$ cat src/sv/assert_macros.svh
// assertion macros shared by the tokenizer modules
`ifndef ASSERT_MACROS_SVH
`define ASSERT_MACROS_SVH

// property checked at every clock edge outside reset
`define STT_ASSERT(lbl, clk, rst_n, prop, msg) \
    lbl: assert property (@(posedge clk) disable iff (!rst_n) prop) \
        else $error(msg);

// consequence checked in the cycle after the antecedent
`define STT_ASSERT_NEXT(lbl, clk, rst_n, ante, cons, msg) \
    lbl: assert property (@(posedge clk) disable iff (!rst_n) (ante) |=> (cons)) \
        else $error(msg);

`endif

$ cat src/sv/stt_pkg.sv
// shared types, constants and helpers of the source text tokenizer
package stt_pkg;

    localparam int POSITION_BITS_DEF = 16;
    localparam int LINE_BITS_DEF     = 16;

    // wide enough for a counter of up to 32 bits plus one carry bit
    localparam int SAT_IN_BITS = 33;

    localparam int S_TDATA_BITS = 8;
    localparam int M_TDATA_BITS = 64;

    typedef enum logic [3:0] {
        KIND_INVALID    = 4'd0,
        KIND_VARIABLE   = 4'd1,
        KIND_IDENTIFIER = 4'd2,
        KIND_ASSIGN     = 4'd3,
        KIND_STRING     = 4'd4,
        KIND_NUMBER     = 4'd5,
        KIND_OPERATOR   = 4'd6,
        KIND_LPAREN     = 4'd7,
        KIND_RPAREN     = 4'd8,
        KIND_COMMA      = 4'd9,
        KIND_BOOLEAN    = 4'd10
    } kind_t;

    typedef struct packed {
        kind_t       kind;
        logic [15:0] line_number;
        logic [15:0] start_offset;
        logic [15:0] span_length;
        logic [7:0]  symbol;
    } token_t;

    typedef struct packed {
        logic   first_valid;
        logic   second_valid;
        token_t first;
        token_t second;
    } result_pair_t;

    // character codes
    localparam logic [7:0] CH_NUL       = 8'h00;
    localparam logic [7:0] CH_NEWLINE   = 8'h0A;
    localparam logic [7:0] CH_SPACE     = 8'h20;
    localparam logic [7:0] CH_DQUOTE    = 8'h22;
    localparam logic [7:0] CH_HASH      = 8'h23;
    localparam logic [7:0] CH_SQUOTE    = 8'h27;
    localparam logic [7:0] CH_LPAREN    = 8'h28;
    localparam logic [7:0] CH_RPAREN    = 8'h29;
    localparam logic [7:0] CH_STAR      = 8'h2A;
    localparam logic [7:0] CH_PLUS      = 8'h2B;
    localparam logic [7:0] CH_COMMA     = 8'h2C;
    localparam logic [7:0] CH_MINUS     = 8'h2D;
    localparam logic [7:0] CH_DOT       = 8'h2E;
    localparam logic [7:0] CH_SLASH     = 8'h2F;
    localparam logic [7:0] CH_EQUALS    = 8'h3D;
    localparam logic [7:0] CH_BACKSLASH = 8'h5C;
    localparam logic [7:0] CH_UNDERSCORE = 8'h5F;

    // keyword table: variable keyword, true boolean, false boolean
    localparam int KW_COUNT = 3;
    localparam logic [7:0] KW_TEXT [KW_COUNT][8] = '{
        '{8'h64, 8'h69, 8'h63, 8'h6B, 8'h00, 8'h00, 8'h00, 8'h00},
        '{8'h62, 8'h6F, 8'h6F, 8'h62, 8'h73, 8'h00, 8'h00, 8'h00},
        '{8'h6E, 8'h6F, 8'h5F, 8'h62, 8'h6F, 8'h6F, 8'h62, 8'h73}
    };
    localparam logic [3:0] KW_LEN [KW_COUNT] = '{4'd4, 4'd5, 4'd8};

    function automatic logic [15:0] sat16(input logic [SAT_IN_BITS-1:0] v);
        logic [15:0] r;
        if (v > SAT_IN_BITS'(17'h0FFFF)) begin
            r = 16'hFFFF;
        end else begin
            r = v[15:0];
        end
        return r;
    endfunction

endpackage

$ cat src/sv/stt_scan.sv
// tokenizer state and per-byte decode, up to two tokens per byte
`include "assert_macros.svh"

module stt_scan
    import stt_pkg::*;
#(
    parameter int POSITION_BITS = POSITION_BITS_DEF,
    parameter int LINE_BITS     = LINE_BITS_DEF
) (
    input  logic         aclk,
    input  logic         aresetn,
    input  logic         step,
    input  logic [7:0]   ch,
    input  logic         end_of_source,
    output result_pair_t results
);

    typedef enum logic [3:0] {
        MODE_NORMAL  = 4'b0001,
        MODE_WORD    = 4'b0010,
        MODE_STRING  = 4'b0100,
        MODE_COMMENT = 4'b1000
    } mode_t;

    typedef enum logic [4:0] {
        FORM_START = 5'b00001,
        FORM_INT   = 5'b00010,
        FORM_DOT   = 5'b00100,
        FORM_FRAC  = 5'b01000,
        FORM_DEAD  = 5'b10000
    } form_t;

    typedef struct packed {
        logic [KW_COUNT-1:0] flags;
        form_t               form;
        logic [3:0]          len;
    } word_t;

    localparam word_t WORD_FRESH = '{flags: '1, form: FORM_START, len: 4'd0};
    localparam word_t WORD_RESET = '{flags: '0, form: FORM_START, len: 4'd0};

    function automatic logic is_digit(input logic [7:0] c);
        return (c >= 8'h30) && (c <= 8'h39);
    endfunction

    function automatic logic is_alnum(input logic [7:0] c);
        return is_digit(c) || ((c >= 8'h41) && (c <= 8'h5A)) ||
               ((c >= 8'h61) && (c <= 8'h7A));
    endfunction

    function automatic word_t word_add(input word_t w, input logic [7:0] c);
        word_t r;
        r = w;
        for (int k = 0; k < KW_COUNT; k++) begin
            if (!((w.len < KW_LEN[k]) && (KW_TEXT[k][w.len[2:0]] == c))) begin
                r.flags[k] = 1'b0;
            end
        end
        unique case (w.form)
            FORM_START: r.form = is_digit(c) ? FORM_INT : FORM_DEAD;
            FORM_INT:   r.form = is_digit(c) ? FORM_INT :
                                 ((c == CH_DOT) ? FORM_DOT : FORM_DEAD);
            FORM_DOT:   r.form = is_digit(c) ? FORM_FRAC : FORM_DEAD;
            FORM_FRAC:  r.form = is_digit(c) ? FORM_FRAC : FORM_DEAD;
            default:    r.form = FORM_DEAD;
        endcase
        if (w.len != 4'd15) begin
            r.len = w.len + 4'd1;
        end
        return r;
    endfunction

    mode_t                    mode_reg, mode_next;
    logic                     quote_dq_reg, quote_dq_next;
    logic                     escape_reg, escape_next;
    word_t                    word_reg, word_next;
    logic [POSITION_BITS-1:0] start_reg, start_next;
    logic [LINE_BITS-1:0]     line_reg, line_next;
    logic [POSITION_BITS-1:0] pos_reg, pos_next;

    logic [POSITION_BITS-1:0] pos_bumped;
    logic [LINE_BITS-1:0]     line_bumped;
    logic [POSITION_BITS:0]   span_base;
    logic [POSITION_BITS:0]   span_incl;
    logic [15:0]              line_out;
    logic [15:0]              pos_out;
    logic [15:0]              start_out;
    kind_t                    word_kind;
    logic [7:0]               quote_ch;

    // single-byte decode in normal mode
    logic  nb_emit, nb_string, nb_word, nb_comment, nb_newline;
    kind_t nb_kind;

    token_t word_tok, nb_tok, str_tok;
    logic   run_normal, word_emit, str_emit, bump;
    kind_t  str_kind;
    logic [15:0] str_span;

    assign pos_bumped  = (pos_reg == '1) ? pos_reg : pos_reg + 1'b1;
    assign line_bumped = (line_reg == '1) ? line_reg : line_reg + 1'b1;
    assign span_base   = {1'b0, pos_reg} - {1'b0, start_reg};
    assign span_incl   = span_base + 1'b1;
    assign line_out    = sat16(SAT_IN_BITS'(line_reg));
    assign pos_out     = sat16(SAT_IN_BITS'(pos_reg));
    assign start_out   = sat16(SAT_IN_BITS'(start_reg));
    assign quote_ch    = quote_dq_reg ? CH_DQUOTE : CH_SQUOTE;

    always_comb begin
        priority if (word_reg.flags[0] && (word_reg.len == 4'd4)) begin
            word_kind = KIND_VARIABLE;
        end else if ((word_reg.form == FORM_INT) || (word_reg.form == FORM_FRAC)) begin
            word_kind = KIND_NUMBER;
        end else if ((word_reg.flags[1] && (word_reg.len == 4'd5)) ||
                     (word_reg.flags[2] && (word_reg.len == 4'd8))) begin
            word_kind = KIND_BOOLEAN;
        end else begin
            word_kind = KIND_IDENTIFIER;
        end
    end

    always_comb begin
        nb_emit    = 1'b0;
        nb_kind    = KIND_INVALID;
        nb_string  = 1'b0;
        nb_word    = 1'b0;
        nb_comment = 1'b0;
        nb_newline = 1'b0;
        priority if (ch == CH_EQUALS) begin
            nb_emit = 1'b1;
            nb_kind = KIND_ASSIGN;
        end else if ((ch == CH_SQUOTE) || (ch == CH_DQUOTE)) begin
            nb_string = 1'b1;
        end else if (ch == CH_LPAREN) begin
            nb_emit = 1'b1;
            nb_kind = KIND_LPAREN;
        end else if (ch == CH_RPAREN) begin
            nb_emit = 1'b1;
            nb_kind = KIND_RPAREN;
        end else if (ch == CH_COMMA) begin
            nb_emit = 1'b1;
            nb_kind = KIND_COMMA;
        end else if (is_alnum(ch)) begin
            nb_word = 1'b1;
        end else if (ch == CH_HASH) begin
            nb_comment = 1'b1;
        end else if ((ch == CH_PLUS) || (ch == CH_MINUS) ||
                     (ch == CH_SLASH) || (ch == CH_STAR)) begin
            nb_emit = 1'b1;
            nb_kind = KIND_OPERATOR;
        end else if (ch == CH_NEWLINE) begin
            nb_newline = 1'b1;
        end else if (ch == CH_SPACE) begin
            nb_emit = 1'b0;
        end else begin
            nb_emit = 1'b1;
            nb_kind = KIND_INVALID;
        end
    end

    always_comb begin
        word_tok = '{kind: word_kind, line_number: line_out, start_offset: start_out,
                     span_length: sat16(SAT_IN_BITS'(span_base)), symbol: 8'h00};
        nb_tok   = '{kind: nb_kind, line_number: line_out, start_offset: pos_out,
                     span_length: 16'd1, symbol: ch};
        str_tok  = '{kind: str_kind, line_number: line_out, start_offset: start_out,
                     span_length: str_span, symbol: 8'h00};
    end

    always_comb begin
        mode_next     = mode_reg;
        quote_dq_next = quote_dq_reg;
        escape_next   = escape_reg;
        word_next     = word_reg;
        start_next    = start_reg;
        line_next     = line_reg;
        pos_next      = pos_reg;
        run_normal    = 1'b0;
        word_emit     = 1'b0;
        str_emit      = 1'b0;
        str_kind      = KIND_INVALID;
        str_span      = sat16(SAT_IN_BITS'(span_incl));
        bump          = 1'b0;
        results       = '0;

        if (step && end_of_source) begin
            // flush, then back to the reset values
            if (mode_reg == MODE_WORD) begin
                word_emit = 1'b1;
            end else if (mode_reg == MODE_STRING) begin
                str_emit = 1'b1;
                str_span = sat16(SAT_IN_BITS'(span_base));
            end
            mode_next     = MODE_NORMAL;
            quote_dq_next = 1'b0;
            escape_next   = 1'b0;
            word_next     = WORD_RESET;
            start_next    = '0;
            line_next     = LINE_BITS'(1);
            pos_next      = '0;
        end else if (step) begin
            unique case (mode_reg)
                MODE_WORD: begin
                    if (is_alnum(ch) || (ch == CH_DOT) || (ch == CH_UNDERSCORE)) begin
                        word_next = word_add(word_reg, ch);
                        bump      = 1'b1;
                    end else begin
                        // terminator is not part of the word, rescan it
                        word_emit  = 1'b1;
                        run_normal = 1'b1;
                    end
                end
                MODE_STRING: begin
                    bump = 1'b1;
                    if (escape_reg) begin
                        escape_next = 1'b0;
                    end else if ((ch == quote_ch) || (ch == CH_NEWLINE) || (ch == CH_NUL)) begin
                        str_emit  = 1'b1;
                        str_kind  = (ch == quote_ch) ? KIND_STRING : KIND_INVALID;
                        mode_next = MODE_NORMAL;
                    end else if (ch == CH_BACKSLASH) begin
                        escape_next = 1'b1;
                    end
                end
                MODE_COMMENT: begin
                    if ((ch == CH_NEWLINE) || (ch == CH_NUL)) begin
                        run_normal = 1'b1;
                    end else begin
                        bump = 1'b1;
                    end
                end
                default: begin
                    run_normal = 1'b1;
                end
            endcase

            if (run_normal) begin
                mode_next = MODE_NORMAL;
                bump      = 1'b1;
                if (nb_newline) begin
                    line_next = line_bumped;
                end
                if (nb_string) begin
                    mode_next     = MODE_STRING;
                    quote_dq_next = (ch == CH_DQUOTE);
                    escape_next   = 1'b0;
                    start_next    = pos_reg;
                end
                if (nb_word) begin
                    mode_next  = MODE_WORD;
                    start_next = pos_reg;
                    word_next  = word_add(WORD_FRESH, ch);
                end
                if (nb_comment) begin
                    mode_next = MODE_COMMENT;
                end
            end
            if (bump) begin
                pos_next = pos_bumped;
            end
        end

        priority if (word_emit) begin
            results.first_valid  = 1'b1;
            results.first        = word_tok;
            results.second_valid = run_normal && nb_emit;
            results.second       = nb_tok;
        end else if (str_emit) begin
            results.first_valid = 1'b1;
            results.first       = str_tok;
        end else if (run_normal && nb_emit) begin
            results.first_valid = 1'b1;
            results.first       = nb_tok;
        end else begin
            results.first_valid = 1'b0;
        end
    end

    always_ff @(posedge aclk) begin
        if (!aresetn) begin
            mode_reg     <= MODE_NORMAL;
            quote_dq_reg <= 1'b0;
            escape_reg   <= 1'b0;
            word_reg     <= WORD_RESET;
            start_reg    <= '0;
            line_reg     <= LINE_BITS'(1);
            pos_reg      <= '0;
        end else begin
            mode_reg     <= mode_next;
            quote_dq_reg <= quote_dq_next;
            escape_reg   <= escape_next;
            word_reg     <= word_next;
            start_reg    <= start_next;
            line_reg     <= line_next;
            pos_reg      <= pos_next;
        end
    end

    `STT_ASSERT(a_escape_only_in_string, aclk, aresetn,
        escape_reg |-> (mode_reg == MODE_STRING), "escape pending outside a string")
    `STT_ASSERT(a_line_nonzero, aclk, aresetn,
        line_reg != '0, "line count dropped to zero")
    `STT_ASSERT_NEXT(a_end_restarts, aclk, aresetn, step && end_of_source,
        (mode_reg == MODE_NORMAL) && (pos_reg == '0), "end marker did not restart the scan")

endmodule

$ cat src/sv/stt_out_queue.sv
// three-entry token queue in front of the result channel
`include "assert_macros.svh"

module stt_out_queue
    import stt_pkg::*;
(
    input  logic                    aclk,
    input  logic                    aresetn,
    input  result_pair_t            push_pair,
    output logic                    has_room,
    output logic                    m_tvalid,
    input  logic                    m_tready,
    output logic [M_TDATA_BITS-1:0] m_tdata,  // kind, line_number, start_offset, span_length, symbol
    output logic                    m_tlast
);

    typedef struct packed {
        token_t tok;
        logic   last;
    } entry_t;

    localparam int DEPTH = 3;

    entry_t     q_reg [DEPTH];
    entry_t     q_next [DEPTH];
    logic [1:0] count_reg, count_next;
    logic       pop;
    logic [1:0] base;
    logic [1:0] push_n;

    assign has_room = (count_reg <= 2'd1);
    assign m_tvalid = (count_reg != 2'd0);
    assign pop      = m_tvalid && m_tready;
    assign base     = count_reg - {1'b0, pop};
    assign push_n   = {1'b0, push_pair.first_valid} + {1'b0, push_pair.second_valid};

    assign m_tdata = {4'b0000, q_reg[0].tok.symbol, q_reg[0].tok.span_length,
                      q_reg[0].tok.start_offset, q_reg[0].tok.line_number,
                      q_reg[0].tok.kind};
    assign m_tlast = q_reg[0].last;

    always_comb begin
        q_next = q_reg;
        if (pop) begin
            q_next[0] = q_reg[1];
            q_next[1] = q_reg[2];
        end
        // last marks the final token of the request
        if (push_pair.first_valid) begin
            q_next[base] = '{tok: push_pair.first, last: !push_pair.second_valid};
        end
        if (push_pair.second_valid) begin
            q_next[base + 2'd1] = '{tok: push_pair.second, last: 1'b1};
        end
        count_next = base + push_n;
    end

    always_ff @(posedge aclk) begin
        q_reg <= q_next;
    end

    always_ff @(posedge aclk) begin
        if (!aresetn) begin
            count_reg <= 2'd0;
        end else begin
            count_reg <= count_next;
        end
    end

    `STT_ASSERT(a_push_needs_room, aclk, aresetn,
        push_pair.first_valid |-> (count_reg <= 2'd1), "token pushed into a full queue")
    `STT_ASSERT(a_second_after_first, aclk, aresetn,
        push_pair.second_valid |-> push_pair.first_valid, "second token without a first")

endmodule

$ cat src/sv/source_text_tokenizer.sv
// top level of the source text tokenizer
// Source bytes arrive on the s_ channel, one byte per request: s_tdata holds the
// byte, s_tlast marks the end of the source (the byte is then ignored and any
// open word or string is flushed, after which line and position start over).
// Tokens leave on the m_ channel, one per request; m_tlast is set on the last
// token that a given input request produced. A request may produce no token,
// one token, or two (a word followed by the single-character token that ends it).
// An accepted byte is held in the input register until the queue has room,
// then decoded into the output queue, from which its tokens are offered.
// Throughput: one byte per cycle while each byte yields at most one token and
// m_tready is high; after a byte yielding two tokens the next byte waits for
// the one-token-per-cycle drain of the three-entry output queue.
// When m_tready is low the queue holds up to three tokens and the input
// register holds one more byte; s_tready falls once that register is full and no
// room is left for the two tokens a byte may need.
// Reset (aresetn low, synchronous) empties the queue and the input register and
// returns the scanner to normal mode on line one, byte zero.
module source_text_tokenizer
    import stt_pkg::*;
#(
    parameter int POSITION_BITS = POSITION_BITS_DEF,
    parameter int LINE_BITS     = LINE_BITS_DEF
) (
    input  logic                    aclk,
    input  logic                    aresetn,
    input  logic                    s_tvalid,
    output logic                    s_tready,
    input  logic [S_TDATA_BITS-1:0] s_tdata,  // ch
    input  logic                    s_tlast,
    output logic                    m_tvalid,
    input  logic                    m_tready,
    output logic [M_TDATA_BITS-1:0] m_tdata,  // kind, line_number, start_offset, span_length, symbol
    output logic                    m_tlast
);

    logic         in_valid_reg, in_valid_next;
    logic [7:0]   in_ch_reg;
    logic         in_end_reg;
    logic         has_room;
    logic         step;
    logic         load;
    result_pair_t results;

    assign step     = in_valid_reg && has_room;
    assign s_tready = !in_valid_reg || has_room;
    assign load     = s_tvalid && s_tready;

    always_comb begin
        in_valid_next = in_valid_reg;
        if (load) begin
            in_valid_next = 1'b1;
        end else if (step) begin
            in_valid_next = 1'b0;
        end
    end

    always_ff @(posedge aclk) begin
        if (!aresetn) begin
            in_valid_reg <= 1'b0;
        end else begin
            in_valid_reg <= in_valid_next;
        end
    end

    always_ff @(posedge aclk) begin
        if (load) begin
            in_ch_reg  <= s_tdata[7:0];
            in_end_reg <= s_tlast;
        end
    end

    stt_scan #(
        .POSITION_BITS (POSITION_BITS),
        .LINE_BITS     (LINE_BITS)
    ) u_scan (
        .aclk          (aclk),
        .aresetn       (aresetn),
        .step          (step),
        .ch            (in_ch_reg),
        .end_of_source (in_end_reg),
        .results       (results)
    );

    stt_out_queue u_queue (
        .aclk      (aclk),
        .aresetn   (aresetn),
        .push_pair (results),
        .has_room  (has_room),
        .m_tvalid  (m_tvalid),
        .m_tready  (m_tready),
        .m_tdata   (m_tdata),
        .m_tlast   (m_tlast)
    );

endmodule
$ cat config.mk
export PLATFORM = sky130hd
export DESIGN_NAME = source_text_tokenizer
export DESIGN_NICKNAME = d
export VERILOG_FILES = /design/src/sv/stt_pkg.sv /design/src/sv/stt_scan.sv /design/src/sv/stt_out_queue.sv /design/src/sv/source_text_tokenizer.sv
export VERILOG_INCLUDE_DIRS = /design/src /design/src/sv
export SDC_FILE = /design/constraint.sdc
export NUM_CORES = 1
export LEC_CHECK = 0
export BUFFER_PORTS_ARGS = -buffer_cell sky130_fd_sc_hd__buf_4
export CORE_MARGIN = 2
export CORE_UTILIZATION = 45
export CTS_CLUSTER_DIAMETER = 50
export DETAILED_ROUTE_END_ITERATION = 8
export GPL_TIMING_DRIVEN = 0
export MAX_ROUTING_LAYER = met4
export PLACE_DENSITY_LB_ADDON = 0.1
export SLEW_MARGIN = 10
export SYNTH_ARGS = -nofsm -noshare
export SYNTH_HDL_FRONTEND = slang
export SYNTH_HIERARCHICAL = 1
export SYNTH_SLANG_ARGS = --single-unit
$ cat constraint.sdc
create_clock -name aclk -period 5.2 [get_ports aclk]
set_input_delay 1.04 -clock aclk [delete_from_list [all_inputs] [get_ports aclk]]
set_output_delay 1.04 -clock aclk [all_outputs]
set_load 0.02 [all_outputs]
Word-level counts from Yosys, hierarchy flattened
Memory sizes are Yosys's and may differ from the RTL's. Index checks and enable logic that the tools add are counted. Widths: inputs -> output; s select.

Latch bits: 0. Input bits: 13. RAM bits: 0. Flip-flop bits (word level): 261. Output and inout port bits: 67. Memories kept: 3. Word-level logic and storage cells: 285. ROM bits: 192.

Multiplexer cells: 137. Add/subtract/negate cells: 9. Equality and inequality tests: 37. Shift-type cells: 0. $lt $le $gt $ge: 17. Bitwise logic cells: 6. Div/mod/pow operators: 0. $mul: 0. Reduce and logical (&&, ||, !) cells: 45.

Memory list: (no name shown) (words 8, width 8, read ports 1, clocked after Yosys merged registers in 0, wr ports 0, RTL line stt_scan.sv:55) `if (!((w.len < KW_LEN[k]) && (KW_TEXT[k][w.len[2:0]] == c))) begin`; (no name shown) (words 8, width 8, read ports 1, clocked after Yosys merged registers in 0, wr ports 0, RTL line stt_scan.sv:55); (no name shown) (words 8, width 8, read ports 1, clocked after Yosys merged registers in 0, wr ports 0, RTL line stt_scan.sv:55).

Operators by type and width (number): $bwmux 183 (2); $mux 183 (2); $demux 61 s2 (2); $mux 60 (4); $mux 122 (1); $mux 61 (2); $mux 16 (7); $eq 8x6->1 const B (13); $mux 4 (21); $mux 1 (74); $mux 12 (4); $mux 8 (6); $gt 17x16->1 const B (2); $add 16x1->16 const B (2); $eq 16x16->1 const B (2); $eq 8x8->1 (4); $eq 7x8->1 const A (3); $mux 5 (4); $add 17x1->17 const B (1); $sub 16x16->17 (1); $eq 8x7->1 const B (2); $ge 8x7->1 const B (2); $le 8x7->1 const B (2); $logic_and 1x1->1 (16); other kinds (36) (72).

Logic depth before layout (Yosys ltp)
Gate-level depths: netlist of the first run.

Word-level depth: 20. Mapped depth: 19. Gate-level depth less buffers: 19.

Modules after synthesis
The synthesis of the first run kept the hierarchy.

Modules (own cells, without submodules): stt_out_queue (area an instance 8369.3 µm², instances 1, cells an instance 995); stt_scan (area an instance 6072.1 µm², instances 1, cells an instance 832); source_text_tokenizer (area an instance 335.3 µm², instances 1, cells an instance 15).

Least setup slack after synthesis of the first run
Ideal clock, no wire load.

Path kind: register to register. From: reg u_scan.pos_reg[0], in the netlist u_scan/pos_out[0]. To: reg u_queue.q_reg, in the netlist u_queue/m_tdata[39]. Slack: 1.161 ns. Data arrival time: 3.980 ns. Required time: 5.141 ns. Period minus slack after synthesis: 4.039 ns. Cell stages (with the launch flop): 20. Library setup time: 0.059 ns. Buffers on the path: 0. Path through: dfxtp_1 > inv_1 > ha_1 > fa_1 > nand2b_1 > a211o_1 > a21bo_2 > a31oi_1 > xnor2_1 > and4b_1 > nand2_1 > nor2_1 > ha_1 > and4bb_4 > a31o_2 > o21ai_1 > a21oi_1 > mux2i_1 > a21oi_1 > o221a_2.

RTL lines: start: declaration (RTL line stt_scan.sv:79) `logic [POSITION_BITS-1:0] pos_reg, pos_next;`; start signal: assignment (RTL line stt_scan.sv:295) `pos_reg <= pos_next;`; end signal: assignment (RTL line stt_out_queue.sv:59) `q_reg <= q_next;`; end: declaration (RTL line stt_out_queue.sv:24) `entry_t q_reg [DEPTH];`.

==> results of run 1 <==
## per-layer routing
layer | global-route usage (%) | share of wire, % | up-vias
li1 | - | - | 6826
met1 | 37.95 | 45 | 6864
met2 | 43.27 | 44 | 564
met3 | 4.562 | 7.5 | 92
met4 | 10.44 | 3.0 | 0
met5 | - | 0 | -
## cell usage after synthesis, types with 5 or more instances
cell      number
xnor2_1       30
or4_1          5
nand4_1       17
nor2b_1       12
dfxtp_1      252
o31ai_1        6
nand2_1      193
or3_1          6
a21o_1         5
nor3_1        17
nor2_1       237
o21ai_1       16
buf_2         55
a21oi_1      109
clkbuf_1      71
edfxtp_1       9
o21ai_0       90
inv_1         41
buf_1          6
nor4_1         6
buf_4         83
o22ai_1       18
a222oi_1      58
and2_1        64
nand3_1       27
mux2i_1       20
xor2_1        33
and3_1        11
a22oi_1      124
nand2b_1      15
a31oi_1       71
ha_1          29
## final cells by class
type,instances,area [sq um],area share (%)
multi-input cells,1337,8153,47.62
flip-flops and latches,261,5315,31.04
plain buffers,219,1236,7.220
clock buffers,50,1003,5.861
repair buffers,75,563.0,3.289
well taps,442,553.0,3.230
inverters,42,157.7,0.9208
clock inverters,12,135.1,0.7892
diodes,2,5.005,0.02923
## stage by stage
stage | std cells | utilization (%)
final | 2440 | 52.76
after global routing | 2440 | 52.76
after CTS | 2438 | 52.68
after detailed placement | 2376 | 49.17
after global placement | 2376 | 49.17
after floorplan | 1859 | -
## critical path, cell delays in order, from the launching register on
cell,delay (ns)
dfxtp_1,0.41
inv_1,0.18
ha_1,0.25
fa_1,0.42
nand2b_1,0.20
a211o_1,0.34
a21bo_2,0.23
a31oi_1,0.23
xnor2_1,0.26
and4b_1,0.30
nand2_1,0.08
nor2_1,0.05
ha_1,0.18
and4bb_4,0.35
a31oi_4,0.18
a221oi_1,0.91
a222oi_1,0.16
a21oi_1,0.20
## power by group through the flow
stage	registers [W]	logic (W)	clock network, W
floorplan	0.00211	0.000255	0
CTS	0.00207	0.000387	0.00241
finish	0.00207	0.000395	0.00238
global route	0.00207	0.000422	0.00250
detailed placement	0.00211	0.000385	0
global placement	0.00211	0.000380	0
## worst min-delay path by stage
stage / from / to / slack (ns) / cells past startpoint
floorplan: u_scan/word_reg[9] / u_scan/word_reg[9] / 0.44 / 2
global placement: u_scan/word_reg[9] / u_scan/word_reg[9] / 0.45 / 2
detailed placement: u_scan/word_reg[9] / u_scan/word_reg[9] / 0.46 / 2
CTS: u_scan/word_reg[9] / u_scan/word_reg[9] / 0.47 / 2
global route: u_queue/q_reg[34] / u_queue/q_reg[34] / 0.49 / 2
finish: u_queue/q_reg[36] / u_queue/q_reg[36] / 0.47 / 2
## cells by family after synthesis
| group | after synthesis | share of synthesized area [%] |
|---|---|---|
| other cells | 2 | 0.05082 |
| xor+xnor | 64 | 3.920 |
| simple gates | 647 | 20.62 |
| compound gates | 554 | 25.78 |
| fa+ha+maj | 30 | 2.591 |
| buf+inv | 261 | 9.407 |
| flops | 261 | 35.97 |
| mux | 23 | 1.660 |
## timing repair
item                                    in CTS  in global routing
resized for setup                            0                 10
endpoints found under the setup margin       0                 68
endpoints found under the hold margin        0                  0
==> results.toml, run 1 <==
[routing]
vias = 14346
firstDrtPassIters = 8
ant_nets = 0
viasPerCell = 5.880
drt-total-wl_um = 48280
drt_iter0_markers = 1627
drc = 0
wl_per_cell_um = 19.79

[layout]
nNetsFinal = 2014
layout_commonest_cell = "dfxtp_1"
final_cell_mix = "dfxtp_1, nor2_1, nand2_1, buf_4, a22oi_1"
largest_reg_flops = 122
drive_gt1_share_pct = 16.18
nFillCells = 3137
area_growth_pct = 15.87
design_area_sq_mm = 0.01712

[floorplan]
fp.dieH_um = 185.2
die-area_sq_mm = 0.03430
row_count = 66
io_pins = 80
fp.dieW_um = 185.2
core_area_sq_mm = 0.03245
start_util_pct = 45.53

[sta]
final.min_clock_period_ns = 4.991
tightest_slew_ns = 1.002
layout_setup_ws_ns = 0.2085
slew_headroom_pct = 33.23
clock_skew_ns = 0.02438
max_freq_mhz = 200.3
rsz0062_at_grt = "false"
setup_viol = 0
fin_setup_tns_ns = 0
fin_hold_ws_ns = 0.4721
slew_viol_final = 0
hold_viol_final = 0
fin_crit_sh_pct = 95.99

[setup_path]
startpoint = "u_scan/pos_out[0]"
worstSetupStartpointType = "register"
ff2ff_path_depth = 17
rr_endpoint = "u_queue/m_tdata[38]"
crit_end = "u_queue/m_tdata[38]"
worst-r2r-setup-slack_ns = 0.21
crit_required_ns = 5.65
worstSetupPathType = "reg2reg"
critical_path_arrival_ns = 5.44
cp_max_fo = 8
cp-end-kind = "register"
rr_startpoint = "u_scan/pos_out[0]"

[clock_tree]
cts_buffer_depth = 3
clock-root-buffer = "clkbuf_16"
cts_tree = "done"
cts_buffers = 35
clock_latency_ns = 0.53
postCtsHoldBufs = 0
htreeDepth = 2
clk_pin_slew_ns = 0.06
cts_setup_buffers = 0
cts.sinks = 261

[global_route]
grt_usage_pct = 28.38
grt_first_pass_wirelength_um = 74590
grt_pass1_vias = 13465
grt_overflow = 0
grt_max_degree = 14
antenna_found_initial = 2

[power_and_ir_drop]
switching_power_w = 0.001208
intPower_w = 0.003634
peakVddDrop_mv = 0.2050
pwr-share-comb_pct = 8.2
seq_power_share_pct = 42.8
power_density_mw_per_mm2 = 282.8
p_clk_share_pct = 49.1
swShare_pct = 24.94
p_leak_nw = 6.703
fin_total_pwr_w = 0.004842

[synthesis]
synth_top_area_cell = "dfxtp_1"
syn_area_sq_mm = 0.01478
synth_cell_types = 97
synth_edf_count = 9
synthCells = 1842
synthArstFlopShare_pct = 0
ys_seq_area_share_pct = 35.97
synth.area.top_cells = "dfxtp_1, a22oi_1, nor2_1"
netlist.area_leader.share_pct = 34.14
ys_ff_latch = 261
synth_warnings = 6
synth_area_per_cell_sq_um = 8.022
synth_top_flop_cell = "dfxtp_1"

[placed_design]
postPlaceCellArea_sq_mm = 0.01596
dpl_worst_slack_ns = 0.09102
portBuffers = 75
place_hpwl_um = 34170
gp_congestion = 0.9335

[worst_hold_path]
holdCritPathClass = "reg2reg"

[run]
drv_cap = 0

[status]
run_status = "completed"
No activity file was read; power rests on OpenSTA's default activity.
==> run 2, diff against run 1 <==
--- a/config.mk
+++ b/config.mk
@@ -8,7 +8,7 @@
 export LEC_CHECK = 0
 export BUFFER_PORTS_ARGS = -buffer_cell sky130_fd_sc_hd__buf_4
 export CORE_MARGIN = 2
-export CORE_UTILIZATION = 45
+export CORE_UTILIZATION = 30
 export CTS_CLUSTER_DIAMETER = 50
 export DETAILED_ROUTE_END_ITERATION = 8
 export GPL_TIMING_DRIVEN = 0
==> run 2 against run 1 <==
Against the previous run:
- global-route usage fell by 6.4 points
- total power up 8.1%
- via count increased by 0.63%
- clock-buffer cell count is 2 higher
- setup slack gained 0.035 ns
- non-clock buffer count rose by 1
- combinational power rose by 5.3%
- cell count grew 9.6%
- highest routed layer unchanged
==> results.toml, run 2 (synthesis gave the netlist of run 1 again) <==
[power_and_ir_drop]
seq_power_share_pct = 39.6
p_clk_share_pct = 52.5
p_leak_nw = 6.848
swShare_pct = 26.01
power_density_mw_per_mm2 = 296.1
pwr-share-comb_pct = 7.9
intPower_w = 0.003873
fin_total_pwr_w = 0.005235
peakVddDrop_mv = 0.1719
switching_power_w = 0.001362

[placed_design]
portBuffers = 75
place_hpwl_um = 39200
gp_congestion = 0.8982
dpl_worst_slack_ns = -0.3670

[clock_tree]
clk_pin_slew_ns = 0.05
postCtsHoldBufs = 0
cts_buffers = 40
cts.sinks = 261
cts_buffer_depth = 3
cts_tree = "done"
htreeDepth = 2
clock-root-buffer = "clkbuf_16"
clock_latency_ns = 0.56

[setup_path]
crit_top_cell = "clkbuf_1"
crit_chain = "clkbuf_1 -> or4_1 -> nor4_2 -> o21ai_1 -> a22oi_2 -> o21ai_2 -> nand4b_4 -> nand2_2 -> buf_2 -> nand2b_1 -> nor2_2 -> clkbuf_1 -> a222oi_1 -> a21oi_1"
cp_max_fo = 13
cpMaxStageDelayCell = "clkbuf_1"
startpoint = "in_ch_reg[6]"
rr_startpoint = "in_ch_reg[6]"
critical_path_arrival_ns = 5.44
worstSetupStartpointType = "register"
worstSetupPathType = "reg2reg"
crit_required_ns = 5.68
slowest_delay_ns = 0.81
cp-end-kind = "register"

[global_route]
grt_first_pass_wirelength_um = 83610
grt_usage_pct = 22.03
grt_overflow = 0
grt_pass1_vias = 13626
antenna_found_initial = 3
grt_max_degree = 14

[sta]
fin_setup_tns_ns = 0
fin_hold_ws_ns = 0.4710
hold_viol_final = 0
fin_crit_sh_pct = 95.32
clock_skew_ns = 0.02044
slew_headroom_pct = 31.21
tightest_slew_ns = 1.032
layout_setup_ws_ns = 0.2432
rsz0062_at_grt = "false"
setup_viol = 0
slew_viol_final = 0
final.min_clock_period_ns = 4.957
max_freq_mhz = 201.7

[routing]
viasPerCell = 5.399
firstDrtPassIters = 6
vias = 14437
drt-total-wl_um = 55570
drt_iter0_markers = 1516
wl_per_cell_um = 20.78
drc = 0
ant_nets = 0

[status]
run_status = "completed"

[layout]
drive_gt1_share_pct = 17.58
final_core_util_pct = 36.26
nNetsFinal = 2020
area_growth_pct = 19.64
layout_commonest_cell = "dfxtp_1"
largest_reg_flops = 122
final_cell_mix = "dfxtp_1, nor2_1, nand2_1, buf_4, a22oi_1"

[floorplan]
fp.dieH_um = 225.9
core_area_sq_mm = 0.04875
start_util_pct = 30.31
row_count = 81
io_pins = 80
fp.dieW_um = 225.9
die-area_sq_mm = 0.05105

[worst_hold_path]
worstHoldStart = "u_scan/word_reg[9]"
holdCritPathClass = "reg2reg"

[run]
drv_cap = 0
[run 2: through the flow]
stage	std cells	cell area (sq um)
global placement	2598	16230
floorplan	1859	14840
global route	2674	17680
finish	2674	17680
CTS	2671	17610
detailed placement	2598	16230
[run 2: per-layer routing]
metal / track usage, % / vias up / part of all wire [%]
li1: - / 6844 / -
met1: 29.00 / 7023 / 46
met2: 33.94 / 485 / 45
met3: 4.658 / 85 / 6.8
met4: 6.345 / 0 / 2.0
met5: - / - / 0
[run 2: final timing paths]
check	to	slack [ns]	cells past startpoint
worst min register to register	u_scan/word_reg[9]	0.47	2
worst max-delay path	u_queue/m_tdata[25]	0.24	14
worst max register to register	u_queue/m_tdata[25]	0.24	14
worst min-delay path	u_scan/word_reg[9]	0.47	2
[run 2: layout make-up]
type                            instances  area [sq um]
Antenna cell                            2         5.005
Buffer                                218          1246
Clock buffer                           52          1117
Clock inverter                         21         229.0
Fill cell                            5087         31070
Inverter                               42         157.7
Multi-Input combinational cell       1337          8199
Sequential cell                       261          5315
Tap cell                              664         830.8
Timing Repair Buffer                   77         578.1
[run 2: power groups by stage]
stage	sequential, W	combinational [W]	clock, W
2_1_floorplan	0.00211	0.000255	0
3_3_place_gp	0.00211	0.000401	0
3_5_place_dp	0.00211	0.000405	0
4_1_cts	0.00207	0.000409	0.00282
5_1_grt	0.00207	0.000446	0.00291
6_report	0.00207	0.000416	0.00275
[run 2: repair_timing]
action                     in CTS  in global routing
pin swaps                       0                  1
setup endpoints to repair      99                134
cloned                          0                  0
buffers inserted                0                  2
resized for setup              10                 22
[run 2: worst max-delay path: cells and delay by family (launching register included)]
kind | cells | cell delay [ns]
buffers and inverters | 3 | 1.52
and+or+nand+nor | 6 | 2.03
AOI/OAI and AO/OA | 5 | 0.90
DFF | 1 | 0.41
